--- src/hw/rtl/tpdc_pkg.sv ---
`default_nettype none

package tpdc_pkg;

    localparam logic [7:0] TYPE_START = 8'h01;
    localparam logic [7:0] TYPE_DATA  = 8'h02;
    localparam logic [7:0] TYPE_MID   = 8'h03;
    localparam logic [7:0] TYPE_END   = 8'h04;

    localparam logic [15:0] HEADER_BYTES = 16'd8;
    localparam logic [15:0] MID_BYTES    = 16'd2;
    localparam logic [15:0] SUM_BYTES    = 16'd4;

    localparam logic [2:0] STATUS_RUNNING   = 3'd0;
    localparam logic [2:0] STATUS_COMPLETE  = 3'd1;
    localparam logic [2:0] STATUS_ERR_START = 3'd2;
    localparam logic [2:0] STATUS_ERR_TYPE  = 3'd3;
    localparam logic [2:0] STATUS_ERR_SUM   = 3'd4;

    typedef enum logic [2:0] {
        SP_WAIT,
        SP_STARTED,
        SP_COMPLETE,
        SP_ERR_START,
        SP_ERR_TYPE,
        SP_ERR_SUM
    } session_phase_t;

    typedef enum logic [2:0] {
        FP_TYPE,
        FP_HEADER,
        FP_LEN_HI,
        FP_LEN_LO,
        FP_PAYLOAD,
        FP_MID,
        FP_SUM
    } field_phase_t;

    typedef struct packed {
        logic       fwd_valid;
        logic [7:0] fwd_byte;
        logic       fwd_target;
        logic       ack_valid;
        logic [7:0] ack_byte;
        logic [2:0] status;
    } result_t;

endpackage

`default_nettype wire

--- src/hw/rtl/typed_packet_deframer_checksum_core.sv ---
// A word accepted at the input is captured in an input register; the parser's result
// for it is held in an output register. Throughput: one word per cycle while out_ready
// does not stall the output register.
// Reset: rst_n clears all parser state, the running checksum and both valid flags;
// the session then returns to its waiting phase, where a START packet is accepted.
`default_nettype none

module typed_packet_deframer_checksum_core
    import tpdc_pkg::*;
(
    input  wire logic       clk,
    input  wire logic       rst_n,
    input  wire logic       in_valid,
    output logic            in_ready,
    input  wire logic [7:0] rx_byte,
    output logic            out_valid,
    input  wire logic       out_ready,
    output logic            fwd_valid,
    output logic [7:0]      fwd_byte,
    output logic            fwd_target,
    output logic            ack_valid,
    output logic [7:0]      ack_byte,
    output logic [2:0]      status
);

    logic       in_valid_reg;
    logic [7:0] rx_byte_reg;
    logic       out_valid_reg;
    result_t    result_reg;
    result_t    step_result;
    logic       out_free;
    logic       step_en;

    assign out_free = !out_valid_reg || out_ready;
    assign step_en  = in_valid_reg && out_free;
    assign in_ready = !in_valid_reg || out_free;

    tpdc_parser u_parser (
        .clk     (clk),
        .rst_n   (rst_n),
        .step_en (step_en),
        .rx_byte (rx_byte_reg),
        .result  (step_result)
    );

    always_ff @(posedge clk or negedge rst_n)
    begin
        if (!rst_n)
        begin
            in_valid_reg  <= 1'b0;
            out_valid_reg <= 1'b0;
        end
        else
        begin
            if (in_ready)
            begin
                in_valid_reg <= in_valid;
            end
            if (step_en)
            begin
                out_valid_reg <= 1'b1;
            end
            else if (out_ready)
            begin
                out_valid_reg <= 1'b0;
            end
        end
    end

    always_ff @(posedge clk)
    begin
        if (in_ready && in_valid)
        begin
            rx_byte_reg <= rx_byte;
        end
        if (step_en)
        begin
            result_reg <= step_result;
        end
    end

    assign out_valid  = out_valid_reg;
    assign fwd_valid  = result_reg.fwd_valid;
    assign fwd_byte   = result_reg.fwd_byte;
    assign fwd_target = result_reg.fwd_target;
    assign ack_valid  = result_reg.ack_valid;
    assign ack_byte   = result_reg.ack_byte;
    assign status     = result_reg.status;

endmodule

`default_nettype wire

--- src/hw/rtl/tpdc_parser.sv ---
`default_nettype none

module tpdc_parser
    import tpdc_pkg::*;
(
    input  wire logic       clk,
    input  wire logic       rst_n,
    input  wire logic       step_en,
    input  wire logic [7:0] rx_byte,
    output result_t         result
);

    session_phase_t session_reg, session_next;
    field_phase_t   field_reg, field_next;
    logic [15:0]    count_reg, count_next;
    logic [15:0]    length_reg, length_next;
    logic [31:0]    run_sum_reg, run_sum_next;
    logic [31:0]    rx_sum_reg, rx_sum_next;
    logic           target_reg, target_next;

    logic [15:0]    count_inc;
    logic [31:0]    rx_sum_shift;
    logic           terminal;
    logic           fwd_hit;
    logic [7:0]     fwd_data;
    logic           ack_hit;
    logic [7:0]     ack_data;

    assign count_inc    = count_reg + 16'd1;
    assign rx_sum_shift = {rx_sum_reg[23:0], rx_byte};
    assign terminal     = (session_reg == SP_COMPLETE) || (session_reg == SP_ERR_START)
                       || (session_reg == SP_ERR_TYPE) || (session_reg == SP_ERR_SUM);

    always_comb
    begin
        session_next = session_reg;
        field_next   = field_reg;
        count_next   = count_reg;
        length_next  = length_reg;
        run_sum_next = run_sum_reg;
        rx_sum_next  = rx_sum_reg;
        target_next  = target_reg;
        fwd_hit      = 1'b0;
        fwd_data     = 8'd0;
        ack_hit      = 1'b0;
        ack_data     = 8'd0;
        if (!terminal)
        begin
            unique case (field_reg)
                FP_TYPE:
                begin
                    count_next = 16'd0;
                    priority if (rx_byte == TYPE_START)
                    begin
                        if (session_reg != SP_WAIT)
                        begin
                            session_next = SP_ERR_START;
                        end
                        else
                        begin
                            field_next = FP_HEADER;
                        end
                    end
                    else if (rx_byte == TYPE_DATA)
                    begin
                        field_next = FP_LEN_HI;
                    end
                    else if (rx_byte == TYPE_MID)
                    begin
                        field_next = FP_MID;
                    end
                    else if (rx_byte == TYPE_END)
                    begin
                        rx_sum_next = 32'd0;
                        field_next  = FP_SUM;
                    end
                    else
                    begin
                        session_next = SP_ERR_TYPE;
                    end
                end
                FP_HEADER:
                begin
                    count_next = count_inc;
                    if (count_inc >= HEADER_BYTES)
                    begin
                        ack_hit      = 1'b1;
                        ack_data     = TYPE_START;
                        session_next = SP_STARTED;
                        field_next   = FP_TYPE;
                        count_next   = 16'd0;
                    end
                end
                FP_LEN_HI:
                begin
                    length_next = {rx_byte, 8'd0};
                    field_next  = FP_LEN_LO;
                end
                FP_LEN_LO:
                begin
                    length_next = {length_reg[15:8], rx_byte};
                    count_next  = 16'd0;
                    field_next  = ({length_reg[15:8], rx_byte} == 16'd0) ? FP_TYPE : FP_PAYLOAD;
                end
                FP_PAYLOAD:
                begin
                    fwd_hit      = 1'b1;
                    fwd_data     = rx_byte;
                    run_sum_next = run_sum_reg + {24'd0, rx_byte};
                    count_next   = count_inc;
                    if (count_inc >= length_reg)
                    begin
                        ack_hit    = 1'b1;
                        ack_data   = TYPE_DATA;
                        field_next = FP_TYPE;
                        count_next = 16'd0;
                    end
                end
                FP_MID:
                begin
                    count_next = count_inc;
                    if (count_inc >= MID_BYTES)
                    begin
                        target_next = 1'b1;
                        ack_hit     = 1'b1;
                        ack_data    = TYPE_MID;
                        field_next  = FP_TYPE;
                        count_next  = 16'd0;
                    end
                end
                FP_SUM:
                begin
                    rx_sum_next = rx_sum_shift;
                    count_next  = count_inc;
                    if (count_inc >= SUM_BYTES)
                    begin
                        field_next = FP_TYPE;
                        count_next = 16'd0;
                        if (rx_sum_shift == run_sum_reg)
                        begin
                            ack_hit      = 1'b1;
                            ack_data     = TYPE_END;
                            session_next = SP_COMPLETE;
                        end
                        else
                        begin
                            session_next = SP_ERR_SUM;
                        end
                    end
                end
                default:
                begin
                    field_next = FP_TYPE;
                    count_next = 16'd0;
                end
            endcase
        end
    end

    always_comb
    begin
        result.fwd_valid  = fwd_hit;
        result.fwd_byte   = fwd_data;
        result.fwd_target = target_next;
        result.ack_valid  = ack_hit;
        result.ack_byte   = ack_data;
        unique case (session_next)
            SP_COMPLETE:  result.status = STATUS_COMPLETE;
            SP_ERR_START: result.status = STATUS_ERR_START;
            SP_ERR_TYPE:  result.status = STATUS_ERR_TYPE;
            SP_ERR_SUM:   result.status = STATUS_ERR_SUM;
            default:      result.status = STATUS_RUNNING;
        endcase
    end

    always_ff @(posedge clk or negedge rst_n)
    begin
        if (!rst_n)
        begin
            session_reg <= SP_WAIT;
            field_reg   <= FP_TYPE;
            count_reg   <= 16'd0;
            length_reg  <= 16'd0;
            run_sum_reg <= 32'd0;
            rx_sum_reg  <= 32'd0;
            target_reg  <= 1'b0;
        end
        else if (step_en)
        begin
            session_reg <= session_next;
            field_reg   <= field_next;
            count_reg   <= count_next;
            length_reg  <= length_next;
            run_sum_reg <= run_sum_next;
            rx_sum_reg  <= rx_sum_next;
            target_reg  <= target_next;
        end
    end

endmodule

`default_nettype wire

--- config.mk ---
export PLATFORM = sky130hd
export DESIGN_NAME = typed_packet_deframer_checksum_core
export DESIGN_NICKNAME = d
export VERILOG_FILES = /design/src/hw/rtl/tpdc_pkg.sv /design/src/hw/rtl/typed_packet_deframer_checksum_core.sv /design/src/hw/rtl/tpdc_parser.sv
export SDC_FILE = /design/constraint.sdc
export NUM_CORES = 1
export LEC_CHECK = 0
export ABC_AREA = 1
export CORE_ASPECT_RATIO = 0.7
export CORE_UTILIZATION = 55
export CTS_BUF_LIST = sky130_fd_sc_hd__clkbuf_4
export CTS_CLUSTER_SIZE = 40
export DETAILED_ROUTE_END_ITERATION = 10
export DONT_BUFFER_PORTS = 1
export PLACE_DENSITY = 0.74
export SLEW_MARGIN = 20
export SYNTH_ARGS = -nofsm -noshare
export SYNTH_HDL_FRONTEND = slang
export SYNTH_SLANG_ARGS = --single-unit
--- constraint.sdc ---
create_clock -name clk -period 2.65 [get_ports clk]
set_input_delay 0.53 -clock clk [delete_from_list [all_inputs] [get_ports clk]]
set_output_delay 0.53 -clock clk [all_outputs]
set_load 0.02 [all_outputs]
==> Word level (Yosys, flattened, before mapping) <==
Cells that the tools add are included.
{ "word_totals": {"register_bits": 127, "inputBits": 12, "out_inout_bits": 24, "wordCells": 129} }
{ "op_classes": {"n_addsub": 2, "n_lt_le_gt_ge": 4, "eq_ne": 29, "n_mux": 51, "n_bitwise": 4, "reduce_logical": 22} }
{ "op_table": {"columns": ["operator", "count"], "rows": [
  ["2-to-1 mux 24 bit", 4],
  ["case mux 16 bit (5 select lines)", 1],
  ["2-to-1 mux 16 bit", 4],
  ["2-to-1 mux 3 bit", 20],
  ["case mux 24 bit (2 select lines)", 1],
  ["adder 32 x 8 -> 32 bit", 1],
  ["equality test 32 bit", 1],
  ["case mux 16 bit (2 select lines)", 1],
  ["case mux 8 bit (4 select lines)", 1],
  ["equality test 3 bit, second input constant", 7],
  ["case mux 3 bit (7 select lines)", 1],
  ["equality test 3 x 2 -> 1 bit, second input constant", 6],
  ["adder 16 x 1 -> 16 bit, second input constant", 1],
  ["equality test 8 x 2 -> 1 bit, second input constant", 2],
  ["greater-or-equal comparator 16 bit", 1],
  ["greater-or-equal comparator 16 x 2 -> 1 bit, second input constant", 1],
  ["greater-or-equal comparator 16 x 3 -> 1 bit, second input constant", 1],
  ["greater-or-equal comparator 16 x 4 -> 1 bit, second input constant", 1],
  ["logical NOT 16 bit", 1],
  ["2-to-1 mux 1 bit", 12],
  ["case mux 3 bit (4 select lines)", 1],
  ["!= test 2 x 1 -> 1 bit, second input constant", 5],
  ["case mux 3 bit (3 select lines)", 1],
  ["AND reduction 3 bit", 3],
  ["other kinds (20)", 34]
]} }

==> Depth between registers and ports, before layout <==
Gate-level depths: netlist (run 1).
{ "depth": {"depth_word": 9, "depth_mapped": 20, "mapped_depth_nobuf": 20} }

==> By module <==
Synthesis (run 1) repeated with hierarchy kept, for this count alone.
{ "unflattened": {"hier_cells": 857, "area_unflattened_um2": 7148.1} }
{ "modules_own_cells": {"columns": ["mod", "n_inst", "cells_per_inst", "area_per_inst_um2", "seq_area_each_um2"], "rows": [
  ["tpdc_parser", 1, 815, 6152.2, 2377.3],
  ["typed_packet_deframer_checksum_core", 1, 42, 996.0, 950.9]
]} }

==> Worst setup path after synthesis (run 1) <==
OpenSTA, ideal clock, no wires.
{ "synth_path": {"path_type": "register -> register", "from": "reg u_parser.count_reg[0]", "to": "reg result_reg, in the netlist ack_valid (data pin)", "setup_time_ns": 0.249, "arrival_time_ns": 2.119, "path_slack_ns": 0.282, "stages_incl_launch_ff": 18, "path_buffers": 0, "cell_sequence": "dfrtp_1 ha_1 nand3_2 nor2_4 nand2_1 nand2_1 nand2_1 ha_1 nand2_1 a21oi_1 a211oi_1 nor3_1 nor2_1 nand2_1 nand2_1 nand3_1 nand2_1 inv_1"} }
{ "synth_between": {"elab_chain_len": 4, "word_cells_on_any_way": 10} }
{ "synth_rtl": {"columns": ["element", "line_no", "text"], "rows": [
  ["start, declared", "tpdc_parser.sv:15", "logic [15:0] count_reg, count_next;"],
  ["start signal, assigned", "tpdc_parser.sv:192", "count_reg <= count_next;"],
  ["adder 16 x 1 -> 16 bit (*)", "tpdc_parser.sv:29", "assign count_inc = count_reg + 16'd1;"],
  ["greater-or-equal comparator 16 x 3 -> 1 bit (tied with other cells)", "tpdc_parser.sv:135", "if (count_inc >= SUM_BYTES)"],
  ["2-to-1 mux 1 bit (on tied branches)", null, null],
  ["case mux 1 bit (4 select lines) (*)", "tpdc_parser.sv:49", "unique case (field_reg)"],
  ["end signal, assigned", "typed_packet_deframer_checksum_core.sv:78", "result_reg <= step_result;"],
  ["end, declared", "typed_packet_deframer_checksum_core.sv:29", "result_t result_reg;"]
]} }
Mark *: on every way between the ends. The rest lies on a longest branch, timed or not.
A chain may end at the register's enable or synchronous reset.

==> Final worst setup path (run 1) <==
{ "layout_path": {"from": "reg u_parser.count_reg[2]", "to": "reg u_parser.count_reg[6]"} }
{ "layout_between": {"elab_chain_len": 4, "word_cells_on_any_way": 10} }
{ "layout_rtl": {"columns": ["element", "line_no"], "rows": [
  ["adder 16 x 1 -> 16 bit (*)", "tpdc_parser.sv:29"],
  ["greater-or-equal comparator 16 x 3 -> 1 bit (tied with other cells)", "tpdc_parser.sv:135"],
  ["2-to-1 mux 16 bit (on tied branches)", null],
  ["case mux 16 bit (5 select lines) (*)", "tpdc_parser.sv:49"]
]} }
Marks and branches as above.

==> results of run 1 <==
## routing by layer
| metal | part of all wire, % | wire, um | vias to the layer above | track usage [%] |
|---|---|---|---|---|
| met5 | 0 | 0 | - | 0 |
| met3 | 8.9 | 1566 | 21 | 6.260 |
| met4 | 1.2 | 211 | 0 | 7.051 |
| li1 | - | - | 2956 | - |
| met2 | 39 | 6856 | 284 | 36.87 |
| met1 | 51 | 8999 | 2834 | 43.39 |
## critical path, cell delays in order (launching register included)
cell and delay (ns):
dfrtp_2 0.47, nand2_2 0.09, nor2_4 0.19, nand3_1 0.10, nand2_1 0.10, nand2_2 0.11
inv_2 0.11, ha_4 0.21, nand2_4 0.07, a21oi_4 0.03, a211oi_2 0.26, nor3_4 0.08
nor2_4 0.16, nand3_4 0.13, nand3_4 0.19, nand3_1 0.11, o21ai_1 0.09
## power breakdown
| part | internal [mW] | total, mW | switching (mW) |
|---|---|---|---|
| clock network | 0.847 | 1.61 | 0.764 |
| logic | 0.868 | 2.53 | 1.66 |
| registers | 2.38 | 2.78 | 0.392 |
| total | 4.10 | 6.92 | 2.82 |
## placed cells by master (no fill, tap or decap), drive strengths merged, types with 3 or more instances in the layout
master    n
nand4    26
bufinv    5
nand3    90
o22ai     7
nor3     15
ha       23
conb      5
xor2     26
edfxtp   25
inv     141
nor4      6
nand2   219
a21oi    23
xnor2     8
clkbuf   17
nor2     86
buf      39
clkinv    3
o21ai    66
dfrtp    97
## synthesized netlist by cell type, types with 10 or more instances
master and n:
nand2_1 207, inv_1 133, dfrtp_1 97, nand3_1 79
nor2_1 72, o21ai_0 53, xor2_1 26, edfxtp_1 25
nand4_1 25, ha_1 23, a21oi_1 21, nor3_1 13
nand2_2 11, o21ai_1 10
## timing repair
action / 4_1_cts / 5_1_grt
setup buffers: 0 / 8
pin swaps: 0 / 19
gates resized for setup: 1 / 61
cloned: 0 / 1
setup endpoints to repair: 2 / 32
hold endpoints to repair: 97 / 0
hold buffers: 2 / 0
## stage by stage
step                      util [%]  setup TNS [ns]
after floorplan                  -               0
after global placement       59.46       -0.003334
after detailed placement     59.46        -0.04886
after CTS                    62.55               0
after global routing         65.21          -1.078
final                        65.21               0
## cell type report
cell class,instances,share of cell area (%)
clock buffers,17,1.576
clock inverters,15,2.703
inverters,136,6.302
multi-input cells,610,43.36
flip-flops and latches,122,39.33
well taps,162,2.502
repair buffers,40,4.232
## how the worst max path moves through the flow
stage	start	slack (ns)	to	cells past startpoint
2_1_floorplan	u_parser.count_reg[0]$_DFFE_PN0P_	0.28	ack_valid$_SDFFCE_PP0P_	17
3_3_place_gp	rx_byte_reg[0]$_DFFE_PP_	-0.003	u_parser.run_sum_reg[28]$_DFFE_PN0P_	12
3_5_place_dp	rx_byte_reg[0]$_DFFE_PP_	-0.03	u_parser.run_sum_reg[28]$_DFFE_PN0P_	12
4_1_cts	u_parser.count_reg[0]$_DFFE_PN0P_	0.01	u_parser.field_reg[0]$_DFFE_PN0P_	17
5_1_grt	u_parser.count_reg[2]$_DFFE_PN0P_	-0.12	u_parser.field_reg[0]$_DFFE_PN0P_	16
6_report	u_parser.count_reg[2]$_DFFE_PN0P_	0.04	u_parser.count_reg[6]$_DFFE_PN0P_	16
## kinds of logic after synthesis
group | share of synthesized area (%)
and+or+nand+nor | 29.48
DFF | 45.21
xor gates and xnor gates | 4.236
other | 0.05335
buffers and inverters | 8.757
adders and majority gates | 4.379
AOI/OAI and AO/OA | 7.885
==> out/qor.yml, run 1 <==
clock_network:
  cts.sinks: 122
  htreeDepth: 4
  cts_tree: "done"
  clock-root-buffer: "clkbuf_4"
  cts-buffers-inserted: 17
  cts_buffer_depth: 2
  clk_latency_ns: 0.53
  clk_pin_slew_ns: 0.12
floorplan:
  dieArea_mm2: 0.01324
  dieHeight_um: 96.59
  ios: 36
  core_area_mm2: 0.01242
  initial_utilization_pct: 56.59
  die_w_um: 137.1
  fp-row-count: 34
placement:
  pre_cts_ws_ns: -0.03167
  dp_hpwl_mm: 12.57
  globalplace.congestion: 0.9144
  dp.cells: 1059
  postPlaceCellArea_mm2: 0.007386
  port_buffers: 0
pwr:
  leakage_nw: 3.881
  cellPowerDensity_mw_per_mm2: 854.3
  max-vdd-ir-drop_uv: 630.8
  total_power_mw: 6.920
setup_path:
  required_ns: 3.11
  worstRegToRegCells: 16
  worst_setup_path_start_kind: "register"
  r2r-end: "u_parser.count_reg[6]$_DFFE_PN0P_"
  worstPathArrival_ns: 3.07
  setup.worst_path.end_class: "register"
  r2r-start: "u_parser.count_reg[2]$_DFFE_PN0P_"
  cp_max_fo: 8
  r2r_slack_ns: 0.04
  path_class: "reg -> reg"
worst_hold_path:
  hold_depth: 0
  min_from: "rx_byte[7]"
  hold_path.class: "in -> reg"
  hold_end: "rx_byte_reg[7]$_DFFE_PP_"
global_route:
  grt_usage_pct: 27.45
  grt_pass1_vias: 5343
  overflow: 0
  antenna_found_initial: 0
  grt_start_max_net_pins: 98
  grt_pass1_wl_mm: 27.23
timing:
  fmax_ghz: 0.3829
  finalCritPeriodShare_pct: 98.54
  setup_slack_ns: 0.03866
  setup_violations: 0
  period_needed_ns: 2.611
  maxSlewViolCount: 0
  hold_viol: 0
  fin_skew_ns: 0.01552
  hold_slack_ns: 0.08753
  relSlewSlack_pct: 63.61
  rsz0062_at_grt: "true"
  worstMarginPinSlew_ns: 0.5438
synthesis:
  ys.flop_type: "dfrtp_1"
  synth_area_mm2: 0.007029
  syn_inst: 882
  synth-async-reset-ratio_pct: 79.51
  synth-edff-count: 25
  yosys.area.top_type: "dfrtp_1"
  ys_ff_latch: 122
  synth_top_area_share_pct: 34.53
  yosys_warnings: 0
  yosys.cell_types.count: 41
  ys_seq_area_share_pct: 45.21
  postSynthAreaPerCell_um2: 7.970
  synth_area_leaders: "dfrtp_1, nand2_1, edfxtp_1"
routing:
  drt_iter0_drc: 764
  post_drt_wl_per_cell_um: 16.00
  wirelength_mm: 17.63
  drc: 0
  ant_nets: 0
  dr.pass1.iters: 5
  vias: 6095
  via_per_inst: 5.531
final_layout:
  nFillCells: 1017
  largest_reg_flops: 32
  area_delta_synth_final_pct: 15.24
  seqCellArea_mm2: 0.003186
  drive_gt1_share_pct: 17.34
  nets: 963
  multi_input_area_mm2: 0.003512
  fin_area_mm2: 0.008100
  num_antenna_cells: 0
  fin_cells: 1102
run:
  maxCapViolCount: 0
run_status:
  outcome: "completed"
No activity file was read; power rests on OpenSTA's default activity.
==> run 2: changes to the inputs <==
--- a/config.mk
+++ b/config.mk
@@ -13,6 +13,7 @@
 export DETAILED_ROUTE_END_ITERATION = 10
 export DONT_BUFFER_PORTS = 1
 export PLACE_DENSITY = 0.74
+export RECOVER_POWER = 100
 export SLEW_MARGIN = 20
 export SYNTH_ARGS = -nofsm -noshare
 export SYNTH_HDL_FRONTEND = slang
==> out/qor.yml, run 2 (same netlist as run 1, synthesis figures left out) <==
clock_network:
  cts_buffer_depth: 2
  clk_pin_slew_ns: 0.12
  cts-buffers-inserted: 17
  cts_tree: "done"
  htreeDepth: 4
  cts.sinks: 122
  clk_latency_ns: 0.54
  clock-root-buffer: "clkbuf_4"
routing:
  post_drt_wl_per_cell_um: 15.92
  drt_iter0_drc: 740
  via_per_inst: 5.523
  wirelength_mm: 17.55
  vias: 6086
  drc: 0
  ant_nets: 0
  dr.pass1.iters: 5
final_layout:
  fin_area_mm2: 0.008038
  nets: 963
  num_antenna_cells: 0
  final_common_cell: "nand2_1"
  layout_common_cells: "nand2_1, inv_1, dfrtp_1, nand3_1, nor2_1"
  post-route-util_pct: 64.71
  drive_gt1_share_pct: 16.60
  fin_cells: 1102
  largest_reg_flops: 32
  nFillCells: 1031
  area_delta_synth_final_pct: 14.35
timing:
  period_needed_ns: 2.604
  relSlewSlack_pct: 11.19
  fin_skew_ns: 0.01612
  finalCritPeriodShare_pct: 98.25
  hold_slack_ns: 0.08748
  setup_violations: 0
  hold_viol: 0
  maxSlewViolCount: 0
  worstMarginPinSlew_ns: 1.332
  fmax_ghz: 0.3841
  rsz0062_at_grt: "true"
  tns_ns: 0
floorplan:
  ios: 36
  initial_utilization_pct: 56.59
  dieHeight_um: 96.59
  die_w_um: 137.1
  dieArea_mm2: 0.01324
  fp-row-count: 34
  core_area_mm2: 0.01242
worst_hold_path:
  min_from: "rx_byte[7]"
  hold_path.class: "in -> reg"
setup_path:
  cp_max_fo: 8
  r2r-end: "u_parser.field_reg[2]$_DFFE_PN0P_"
  worstRegToRegCells: 17
  r2r_slack_ns: 0.05
  path_class: "reg -> reg"
  setup.worst_path.end_class: "register"
  endpoint: "u_parser.field_reg[2]$_DFFE_PN0P_"
  crit_start: "u_parser.count_reg[1]$_DFFE_PN0P_"
  r2r-start: "u_parser.count_reg[1]$_DFFE_PN0P_"
  worstPathArrival_ns: 3.09
  worst_setup_path_start_kind: "register"
  required_ns: 3.14
placement:
  dp.cells: 1059
  postPlaceCellArea_mm2: 0.007386
  dp_hpwl_mm: 12.57
  port_buffers: 0
  globalplace.congestion: 0.9144
run:
  maxCapViolCount: 0
global_route:
  grt_usage_pct: 27.45
  grt.met1_usage_pct: 43.39
  grt_pass1_wl_mm: 27.23
  grt.busiest_layer: "met1"
  grt_util_met3_pct: 6.260
  antenna_found_initial: 0
  grt_start_max_net_pins: 98
  overflow: 0
  grt_pass1_vias: 5343
  grt_use_met2_pct: 36.87
pwr:
  leakage_nw: 3.848
  p_seq_share_pct: 40.4
  power.internal_mw: 4.073
  combPwrFrac_pct: 36.1
  p_clk_share_pct: 23.5
  switchingPower_mw: 2.802
  swShare_pct: 40.75
  max-vdd-ir-drop_uv: 593.7
  cellPowerDensity_mw_per_mm2: 855.3
run_status:
  outcome: "completed"
==> run 2: area by class of cell <==
| type | instances | area [um^2] | share of cell area [%] |
|---|---|---|---|
| Timing Repair Buffer | 40 | 296.5 | 3.689 |
| Multi-Input combinational cell | 610 | 3496 | 43.49 |
| Clock inverter | 15 | 219.0 | 2.724 |
| Inverter | 136 | 510.5 | 6.351 |
| Clock buffer | 17 | 127.6 | 1.588 |
| Sequential cell | 122 | 3186 | 39.63 |
| Tap cell | 162 | 202.7 | 2.522 |
==> run 2: how the worst min path moves through the flow <==
stage	to	slack, ns	cells after the start
after CTS	rx_byte_reg[4]$_DFFE_PP_	0.05	0
after global placement	u_parser.count_reg[9]$_DFFE_PN0P_	0.24	0
after global routing	rx_byte_reg[4]$_DFFE_PP_	0.05	0
after detailed placement	u_parser.count_reg[7]$_DFFE_PN0P_	0.24	0
after floorplan	in_valid_reg$_DFFE_PN0N_	0.23	0
final	rx_byte_reg[7]$_DFFE_PP_	0.09	0
==> run 2: timing repair <==
action,in CTS,in global routing
pin swaps,0,19
setup endpoints to repair,2,32
gates cloned,0,1
gates resized for setup,1,61
buffers inserted,0,8
hold endpoints to repair,97,0
hold buffers,2,0
==> run 2: power groups by stage <==
stage | Sequential, mW | Combinational (mW) | Clock, mW
floorplan | 2.71 | 1.70 | 0
global placement | 2.79 | 2.16 | 0
detailed placement | 2.80 | 2.23 | 0
CTS | 2.77 | 2.28 | 1.64
global route | 2.83 | 2.79 | 1.70
finish | 2.78 | 2.48 | 1.62
==> run 2: stage by stage <==
| step | total power, mW | setup slack (ns) |
|---|---|---|
| floorplan | 4.414 | 0.2823 |
| global route | 7.322 | -0.1152 |
| CTS | 6.680 | 0.009694 |
| finish | 6.875 | 0.04643 |
| global placement | 4.951 | -0.003334 |
| detailed placement | 5.025 | -0.03167 |
==> run 2: layer usage <==
metal | up-vias | wire length, um | part of all wire [%]
met4 | 0 | 180 | 1.0
li1 | 2958 | - | -
met5 | - | 0 | 0
met3 | 17 | 1712 | 9.8
met2 | 294 | 6815 | 39
met1 | 2817 | 8836 | 50
==> run 2: worst max-delay path, cell delays in order, from the launching register on <==
cell and delay, ns:
dfrtp_2 0.44, ha_4 0.17, nand3_4 0.10, nor2_4 0.21, nand2_2 0.08, nand2_1 0.08, nand2_2 0.07, ha_4 0.28
nand2_4 0.05, a21oi_4 0.11, a211oi_2 0.07, nor3_4 0.21, nor2_4 0.08, nand3_4 0.13, nand3_4 0.17, nor2_4 0.17
nand2_1 0.07, nand2_1 0.07
